===== src/rtl/form_key_value_url_decoder_core_assert.svh =====
// Assertion macros used by the bundle queue of the url form decoder RTL.
`ifndef FORM_KEY_VALUE_URL_DECODER_CORE_ASSERT_SVH
`define FORM_KEY_VALUE_URL_DECODER_CORE_ASSERT_SVH

// same-cycle implication
`define FKVUD_ASSERT_NOW(label, clk_s, rst_s, ante, cons, msg) \
  label: assert property (@(posedge clk_s) disable iff (!rst_s) (ante) |-> (cons)) \
    else $error(msg);

// next-cycle implication
`define FKVUD_ASSERT_NEXT(label, clk_s, rst_s, ante, cons, msg) \
  label: assert property (@(posedge clk_s) disable iff (!rst_s) (ante) |=> (cons)) \
    else $error(msg);

`endif


===== src/rtl/fkvud_pkg.sv =====
// Shared types, constants and helper functions of the url form decoder.
package fkvud_pkg;

  localparam int VALUE_MAX_DEF = 512;
  localparam int MAX_RES       = 4;
  localparam int RES_IDX_W     = $clog2(MAX_RES);
  localparam int QDEPTH        = 4;
  localparam int QPTR_W        = $clog2(QDEPTH);
  localparam int QCNT_W        = $clog2(QDEPTH + 1);

  localparam logic [1:0] ST_OK    = 2'd0;
  localparam logic [1:0] ST_KEY   = 2'd1;
  localparam logic [1:0] ST_STRAY = 2'd2;
  localparam logic [1:0] ST_LONG  = 2'd3;

  localparam logic [1:0] PEND_NONE  = 2'd0;
  localparam logic [1:0] PEND_PCT   = 2'd1;
  localparam logic [1:0] PEND_DIGIT = 2'd2;

  localparam logic [7:0] CH_PLUS  = 8'h2b;
  localparam logic [7:0] CH_PCT   = 8'h25;
  localparam logic [7:0] CH_AMP   = 8'h26;
  localparam logic [7:0] CH_EQ    = 8'h3d;
  localparam logic [7:0] CH_SPACE = 8'h20;
  localparam logic [7:0] CASE_BIT = 8'hdf;

  typedef struct packed {
    logic [7:0] data;
    logic       valid;
    logic [1:0] status;
    logic       last;
  } res_t;

  typedef struct packed {
    res_t [MAX_RES-1:0]   res;
    logic [RES_IDX_W-1:0] last_idx;
  } bundle_t;

  function automatic logic [7:0] key_char(input logic [1:0] pos);
    logic [7:0] c;
    case (pos)
      2'd0:    c = 8'h6b;
      2'd1:    c = 8'h65;
      default: c = 8'h79;
    endcase
    return c;
  endfunction

  function automatic logic is_hex(input logic [7:0] c);
    return ((c >= 8'h30) && (c <= 8'h39)) || ((c >= 8'h41) && (c <= 8'h46)) ||
           ((c >= 8'h61) && (c <= 8'h66));
  endfunction

  function automatic logic [3:0] hex_val(input logic [7:0] c);
    logic [7:0] v;
    if (c >= 8'h41) begin
      v = (c & CASE_BIT) - 8'h41 + 8'd10;
    end else begin
      v = c - 8'h30;
    end
    return v[3:0];
  endfunction

endpackage


===== src/rtl/fkvud_front.sv =====
// Front end: parses body bytes and builds the result bundle of each transfer.
module fkvud_front #(
  parameter int VALUE_MAX = fkvud_pkg::VALUE_MAX_DEF
) (
  input  logic              clk,
  input  logic              rst_n,
  input  logic              in_tvalid,
  output logic              in_tready,
  input  logic [7:0]        in_tdata,   // in_byte
  input  logic              in_tlast,   // end_of_body
  input  logic              q_full,
  output logic              push,
  output fkvud_pkg::bundle_t push_data
);
  import fkvud_pkg::*;

  localparam int RAW_W = $clog2(VALUE_MAX + 1);

  logic [2:0]       pos_r, pos_nxt;
  logic             key_r, key_nxt;
  logic [1:0]       pc_r, pc_nxt;
  logic [7:0]       dig_r, dig_nxt;
  logic [RAW_W-1:0] raw_r, raw_nxt;
  logic             disc_r, disc_nxt;

  logic             acc;
  logic [2:0]       n;
  logic [1:0]       err;
  logic             sep;
  logic             hx;
  logic             do_plain;
  res_t [MAX_RES-1:0] res;

  assign in_tready = !q_full;
  assign acc       = in_tvalid && in_tready;
  assign sep       = (in_tdata == CH_AMP) || (in_tdata == CH_EQ);
  assign hx        = is_hex(in_tdata);

  always_comb begin
    pos_nxt  = pos_r;
    key_nxt  = key_r;
    pc_nxt   = pc_r;
    dig_nxt  = dig_r;
    raw_nxt  = raw_r;
    disc_nxt = disc_r;
    res      = '0;
    n        = 3'd0;
    err      = ST_OK;
    do_plain = 1'b0;
    if (disc_r) begin
      if (in_tlast) begin
        disc_nxt = 1'b0;
        pos_nxt  = 3'd0;
        key_nxt  = 1'b1;
        pc_nxt   = PEND_NONE;
        dig_nxt  = 8'd0;
        raw_nxt  = '0;
      end
    end else begin
      if (pos_r < 3'd3) begin
        if (sep) begin
          err = ST_STRAY;
        end else begin
          if (in_tdata != key_char(pos_r[1:0])) key_nxt = 1'b0;
          pos_nxt = pos_r + 3'd1;
        end
      end else if (pos_r == 3'd3) begin
        if (!key_r || (in_tdata != CH_EQ)) err = ST_KEY;
        else pos_nxt = 3'd4;
      end else begin
        if (raw_r >= RAW_W'(VALUE_MAX)) begin
          err = ST_LONG;
        end else if (sep) begin
          err = ST_STRAY;
        end else begin
          raw_nxt = raw_r + RAW_W'(1);
          case (pc_r)
            PEND_PCT: begin
              if (hx) begin
                pc_nxt  = PEND_DIGIT;
                dig_nxt = in_tdata;
              end else begin
                res[n[1:0]] = '{CH_PCT, 1'b1, ST_OK, 1'b0};
                n = n + 3'd1;
                do_plain = 1'b1;
              end
            end
            PEND_DIGIT: begin
              pc_nxt = PEND_NONE;
              if (hx) begin
                res[n[1:0]] = '{{hex_val(dig_r), hex_val(in_tdata)}, 1'b1, ST_OK, 1'b0};
                n = n + 3'd1;
              end else begin
                res[n[1:0]] = '{CH_PCT, 1'b1, ST_OK, 1'b0};
                n = n + 3'd1;
                res[n[1:0]] = '{dig_r, 1'b1, ST_OK, 1'b0};
                n = n + 3'd1;
                do_plain = 1'b1;
              end
            end
            default: do_plain = 1'b1;
          endcase
          if (do_plain) begin
            if (in_tdata == CH_PCT) begin
              pc_nxt = PEND_PCT;
            end else begin
              pc_nxt = PEND_NONE;
              res[n[1:0]] = '{(in_tdata == CH_PLUS) ? CH_SPACE : in_tdata,
                              1'b1, ST_OK, 1'b0};
              n = n + 3'd1;
            end
          end
        end
      end
      if (err != ST_OK) begin
        res[n[1:0]] = '{8'd0, 1'b0, err, 1'b1};
        n = n + 3'd1;
        disc_nxt = !in_tlast;
      end else if (in_tlast) begin
        if (pc_nxt == PEND_PCT) begin
          res[n[1:0]] = '{CH_PCT, 1'b1, ST_OK, 1'b0};
          n = n + 3'd1;
        end else if (pc_nxt == PEND_DIGIT) begin
          res[n[1:0]] = '{CH_PCT, 1'b1, ST_OK, 1'b0};
          n = n + 3'd1;
          res[n[1:0]] = '{dig_nxt, 1'b1, ST_OK, 1'b0};
          n = n + 3'd1;
        end
        res[n[1:0]] = '{8'd0, 1'b0, ST_OK, 1'b1};
        n = n + 3'd1;
      end
      if ((err != ST_OK) || in_tlast) begin
        pos_nxt = 3'd0;
        key_nxt = 1'b1;
        pc_nxt  = PEND_NONE;
        dig_nxt = 8'd0;
        raw_nxt = '0;
      end
    end
  end

  assign push      = acc && (n != 3'd0);
  assign push_data = '{res: res, last_idx: RES_IDX_W'(n - 3'd1)};

  always_ff @(posedge clk) begin
    if (!rst_n) begin
      pos_r  <= 3'd0;
      key_r  <= 1'b1;
      pc_r   <= PEND_NONE;
      dig_r  <= 8'd0;
      raw_r  <= '0;
      disc_r <= 1'b0;
    end else if (acc) begin
      pos_r  <= pos_nxt;
      key_r  <= key_nxt;
      pc_r   <= pc_nxt;
      dig_r  <= dig_nxt;
      raw_r  <= raw_nxt;
      disc_r <= disc_nxt;
    end
  end

endmodule


===== src/rtl/fkvud_queue.sv =====
// Bundle queue between the parser and the output sequencer.
`include "form_key_value_url_decoder_core_assert.svh"
module fkvud_queue (
  input  logic               clk,
  input  logic               rst_n,
  input  logic               push,
  input  fkvud_pkg::bundle_t push_data,
  output logic               full,
  input  logic               pop,
  output logic               head_valid,
  output fkvud_pkg::bundle_t head
);
  import fkvud_pkg::*;

  bundle_t           q_r [QDEPTH];
  logic [QPTR_W-1:0] wr_r, wr_nxt;
  logic [QPTR_W-1:0] rd_r, rd_nxt;
  logic [QCNT_W-1:0] cnt_r, cnt_nxt;

  assign full       = (cnt_r == QCNT_W'(QDEPTH));
  assign head_valid = (cnt_r != '0);
  assign head       = q_r[rd_r];

  always_comb begin
    wr_nxt  = push ? wr_r + QPTR_W'(1) : wr_r;
    rd_nxt  = pop ? rd_r + QPTR_W'(1) : rd_r;
    cnt_nxt = cnt_r;
    if (push && !pop) cnt_nxt = cnt_r + QCNT_W'(1);
    else if (pop && !push) cnt_nxt = cnt_r - QCNT_W'(1);
  end

  always_ff @(posedge clk) begin
    if (push) q_r[wr_r] <= push_data;
  end

  always_ff @(posedge clk) begin
    if (!rst_n) begin
      wr_r  <= '0;
      rd_r  <= '0;
      cnt_r <= '0;
    end else begin
      wr_r  <= wr_nxt;
      rd_r  <= rd_nxt;
      cnt_r <= cnt_nxt;
    end
  end

  `FKVUD_ASSERT_NOW(a_no_overflow, clk, rst_n, push, !full || pop, "push into full queue")
  `FKVUD_ASSERT_NOW(a_no_underflow, clk, rst_n, pop, head_valid, "pop from empty queue")
  `FKVUD_ASSERT_NEXT(a_cnt_up, clk, rst_n, push && !pop, cnt_r == $past(cnt_r) + QCNT_W'(1), "count did not advance")
  `FKVUD_ASSERT_NOW(a_ptr_gap, clk, rst_n, 1'b1, (wr_r == rd_r) == ((cnt_r == '0) || full), "pointer mismatch")

endmodule


===== src/rtl/fkvud_back.sv =====
// Back end: sends the results of the head bundle one transfer at a time.
module fkvud_back (
  input  logic               clk,
  input  logic               rst_n,
  input  logic               head_valid,
  input  fkvud_pkg::bundle_t head,
  output logic               pop,
  output logic               out_tvalid,
  input  logic               out_tready,
  output logic [7:0]         out_tdata,  // out_byte
  output logic [2:0]         out_tuser,  // data_valid, status[1:0]
  output logic               out_tlast   // run_last
);
  import fkvud_pkg::*;

  logic [RES_IDX_W-1:0] idx_r, idx_nxt;
  logic                 xfer;
  res_t                 cur;

  assign cur        = head.res[idx_r];
  assign out_tvalid = head_valid;
  assign out_tdata  = cur.data;
  assign out_tuser  = {cur.status, cur.valid};
  assign out_tlast  = cur.last;
  assign xfer       = out_tvalid && out_tready;
  assign pop        = xfer && (idx_r == head.last_idx);

  always_comb begin
    idx_nxt = idx_r;
    if (pop) idx_nxt = '0;
    else if (xfer) idx_nxt = idx_r + RES_IDX_W'(1);
  end

  always_ff @(posedge clk) begin
    if (!rst_n) begin
      idx_r <= '0;
    end else begin
      idx_r <= idx_nxt;
    end
  end

endmodule


===== src/rtl/form_key_value_url_decoder_core.sv =====
// Top level of the streaming decoder for a key=value url-encoded form body.
// Usage:
//   in_*  : body bytes, one per transfer; in_tlast flags the last byte.
//   out_* : results; out_tdata is a decoded value byte when out_tuser[0] is 1,
//           out_tuser[2:1] is the status, and out_tlast closes each body.
//   A body gives its decoded value bytes, then one closing status transfer.
//   On an error the status goes out at once and the rest of the body is
//   dropped; the receiver discards the data already seen for that body.
// Each result is registered in the bundle queue before it is offered.
// Throughput: one input byte per cycle while the queue has room; the output side
//   sends one result per cycle while out_tready is high; a byte that expands
//   (a broken escape, or the flush at body end) gives up to four results.
// A four-entry bundle queue sits between parser and output sequencer; when
//   the receiver stalls it fills and in_tready drops, then input stalls.
// Reset empties the queue and returns the parser to the start of a body.
module form_key_value_url_decoder_core #(
  parameter int VALUE_MAX = fkvud_pkg::VALUE_MAX_DEF
) (
  input  logic       clk,
  input  logic       rst_n,
  input  logic       in_tvalid,
  output logic       in_tready,
  input  logic [7:0] in_tdata,    // in_byte
  input  logic       in_tlast,    // end_of_body
  output logic       out_tvalid,
  input  logic       out_tready,
  output logic [7:0] out_tdata,   // out_byte
  output logic [2:0] out_tuser,   // data_valid, status[1:0]
  output logic       out_tlast    // run_last
);
  import fkvud_pkg::*;

  logic    q_full;
  logic    push;
  bundle_t push_data;
  logic    pop;
  logic    head_valid;
  bundle_t head;

  fkvud_front #(
    .VALUE_MAX(VALUE_MAX)
  ) u_front (
    .clk      (clk),
    .rst_n    (rst_n),
    .in_tvalid(in_tvalid),
    .in_tready(in_tready),
    .in_tdata (in_tdata),
    .in_tlast (in_tlast),
    .q_full   (q_full),
    .push     (push),
    .push_data(push_data)
  );

  fkvud_queue u_queue (
    .clk       (clk),
    .rst_n     (rst_n),
    .push      (push),
    .push_data (push_data),
    .full      (q_full),
    .pop       (pop),
    .head_valid(head_valid),
    .head      (head)
  );

  fkvud_back u_back (
    .clk       (clk),
    .rst_n     (rst_n),
    .head_valid(head_valid),
    .head      (head),
    .pop       (pop),
    .out_tvalid(out_tvalid),
    .out_tready(out_tready),
    .out_tdata (out_tdata),
    .out_tuser (out_tuser),
    .out_tlast (out_tlast)
  );

endmodule


===== config.mk =====
export PLATFORM = sky130hd
export DESIGN_NAME = form_key_value_url_decoder_core
export DESIGN_NICKNAME = d
export VERILOG_FILES = /design/src/rtl/fkvud_pkg.sv /design/src/rtl/fkvud_front.sv /design/src/rtl/fkvud_queue.sv /design/src/rtl/fkvud_back.sv /design/src/rtl/form_key_value_url_decoder_core.sv
export VERILOG_INCLUDE_DIRS = /design/src /design/src/rtl
export SDC_FILE = /design/constraint.sdc
export NUM_CORES = 1
export LEC_CHECK = 0
export BUFFER_PORTS_ARGS = -buffer_cell sky130_fd_sc_hd__buf_2
export CORE_MARGIN = 3
export CORE_UTILIZATION = 45
export CTS_BUF_LIST = sky130_fd_sc_hd__clkbuf_4 sky130_fd_sc_hd__clkbuf_8
export CTS_CLUSTER_SIZE = 10
export DETAILED_ROUTE_END_ITERATION = 8
export REMOVE_ABC_BUFFERS = 1
export SYNTH_ARGS = -nofsm -noshare
export SYNTH_HDL_FRONTEND = slang
export SYNTH_HIERARCHICAL = 1
export SYNTH_SLANG_ARGS = --single-unit

===== constraint.sdc =====
create_clock -name clk -period 6.4 [get_ports clk]
set_clock_uncertainty 0.05 [all_clocks]
set_input_delay 0.64 -clock clk [delete_from_list [all_inputs] [get_ports clk]]
set_output_delay 0.64 -clock clk [all_outputs]
set_load 0.05 [all_outputs]

==> results.ini <==
[timing]
final_max_slew_viol_count = 0
finalWorstPathRequiredPeriod_ps = 5640
rsz0062_at_grt = false
report.final.setup_viol = 0
setup_tns_ps = 0
maxSlewHeadroom = 0.309
timing.fmax_ghz = 0.177
timing.final.hold_violations = 0
post-route-period-util = 0.881
worst_slew_pin_slew_ps = 1020

[global_route]
first_pass_grt_wire_length_um = 45700
number_of_global_route_vias_before_repair = 7590
initial_antenna_violation_count = 0
aggregate_global_route_resource_usage = 0.208
grt.overflow.total = 0
grt_max_degree = 51

[setup_path]
critPathMaxFanout = 10
worst-endpoint-required_ps = 6790
cp_data_arrival_time_ps = 6020
crit_type = primary input to flip-flop
worstSetupStartpointType = primary input
cpMaxStageDelayCell = sky130_fd_sc_hd__nor3_2
cp_slowest_stage_delay_ps = 480
cpLargestDelayFamily = simple AND/OR/NAND/NOR gates
timing.critical_path.mode_cell = sky130_fd_sc_hd__ha_1
worstSetupEndpointType = flip-flop
timing.critical_path.buf_inv = 6

[power]
p_switching_uw = 994
clkPwrFrac = 0.334
internal-power_mw = 2.67
combinationalPowerShare = 0.177
vdd.ir_drop.worst_mv = 0.195
seq_power_share = 0.489
power.total_mw = 3.66
switching_share = 0.272
p_per_area_mw_per_mm2 = 282
power.leakage_nw = 4.24

[clock_network]
numClockSinks = 236
numCtsBuffers = 38
ctsHtreeMaxLevel = 2
cts_setup_buffers = 0
tritoncts_clock_tree = done
cts.path.max_buffers = 3
worstSkewPairLatency_ps = 520
clkSlewWorstSetupHoldPaths_ps = 60
ctsRootBufferMaster = sky130_fd_sc_hd__clkbuf_8
cts_repair_resize_count = 0
cts_hold_buffers = 0

[place]
place.port_buffers = 26
hpwlAfterDp_um = 19900
postPlaceCellArea_mm2 = 0.0123
place_congestion = 1.02

[logic_synthesis]
yosys_warnings = 6
ys_seq_area_frac = 0.570
syn_area_mm2 = 0.0118
synthesis.area_per_instance_um2 = 13.9
synthArstFlopShare = 0
synth-main-ff-cell = sky130_fd_sc_hd__edfxtp_1
synth.lib_cells_used.distinct = 93
ys_ff_latch = 236
synthesis.instances = 846
synth_edf_count = 200

[floorplan]
number_of_top_level_pins = 27
initial_utilization = 0.463
x_dimension_of_the_die_um = 168
coreArea_mm2 = 0.0255
die-area_mm2 = 0.0282
fp-row-count = 58
die-height_um = 168

[route]
detailroute.via_count = 7518
remaining_drc_errors = 0
drt-total-wl_um = 28800
drt.antenna.violating_nets = 0
first_pass_iters = 7
post_detailed_route_via_to_cell_ratio = 6.05
detailed_router_s_first_iteration_violation_count = 646
wl_per_cell_um = 23.2

[job]
drv_cap = 0

[worst_hold_path]
min_path_type = flip-flop to flip-flop

[layout]
antenna_cells_inserted = 0
n_fill_cell = 2196
finalNetCount = 932
layout-drive-gt1-share = 0.210
area_growth_pct = 9.99
final_cell_mix = sky130_fd_sc_hd__edfxtp_1 (200), sky130_fd_sc_hd__nand2_1 (61), sky130_fd_sc_hd__mux4_2 (55)
design_area_mm2 = 0.0130
most_common_cell_after_layout_fill_and_taps_aside = sky130_fd_sc_hd__edfxtp_1

[status]
status = complete, no violations

==> cell families after synthesis <==
group                    synth area share
flip-flops                          0.570
AND/OR/NAND/NOR                    0.0964
AO/OA/AOI/OAI                       0.109
buffers and inverters              0.0380
multiplexers                        0.131
adder cells (fa/ha/maj)            0.0335
XOR/XNOR                           0.0208
other                            0.000318
==> final timing paths <==
check / start / to / slack, ps / depth (start not counted)
setup / recovery: in_tdata[0] / u_queue/cnt_r[2] / 760 / 26
hold / removal: u_front/key_r / u_front/key_r / 410 / 1
setup reg to reg: u_front/pc_r[1] / u_queue/cnt_r[2] / 1130 / 22
hold reg to reg: u_front/key_r / u_front/key_r / 410 / 1
==> registers in the layout, indices dropped and copies added (netlist names), 2 cells and up, named ones only <==
name           cells
u_queue/q_r      200
u_front/raw_r     10
u_front/dig_r      8
u_front/pos_r      3
u_queue/cnt_r      3
u_back/idx_r       2
u_front/pc_r       2
u_queue/rd_r       2
u_queue/wr_r       2
==> Yosys cell counts (all sizes together), types with 17 or more instances <==
master | n | area [um^2]
inv | 32 | 120
ha | 30 | 375
mux4 | 62 | 1420
dfxtp | 36 | 721
a21oi | 31 | 159
nor2 | 44 | 168
nand2 | 62 | 235
o21ai | 31 | 155
edfxtp | 200 | 6010
buf | 23 | 233
clkbuf | 24 | 91.3
and2 | 19 | 119
nor3 | 17 | 100
==> power by group through the flow <==
stage,Combinational (mW),Sequential (mW),Clock (mW)
floorplan,0.465,1.84,0
global placement,0.655,1.82,0
detailed placement,0.660,1.83,0
CTS,0.662,1.79,1.27
global route,0.706,1.80,1.33
finish,0.648,1.79,1.22
==> metrics by stage <==
step	cells	worst slack, ps	hold WS [ps]	utilization
3_3_place_gp	1178	496	405	0.481
5_1_grt	1243	301	444	0.509
6_report	1243	764	414	0.509
2_1_floorplan	800	-84.1	368	-
3_5_place_dp	1178	314	402	0.481
4_1_cts	1243	850	416	0.509
==> layout make-up <==
cell class / instances / area (um^2) / share of cell area
sequential: 236 / 6730 / 0.519
multi-input combinational: 531 / 4630 / 0.357
clock buffer: 49 / 606 / 0.0467
tap: 330 / 413 / 0.0318
timing repair buffer: 48 / 358 / 0.0276
inverter: 33 / 124 / 0.00955
clock inverter: 16 / 113 / 0.00868
==> routing by layer <==
layer,vias to the layer above,global-route usage,routed length [um],share of wire
met1,3758,0.296,12700,0.44
met4,0,0.0665,828,0.029
met5,-,0,0,0
met3,63,0.0432,1950,0.068
li1,3412,-,-,-
met2,285,0.323,13300,0.46
No activity file was read; power rests on OpenSTA's default activity.
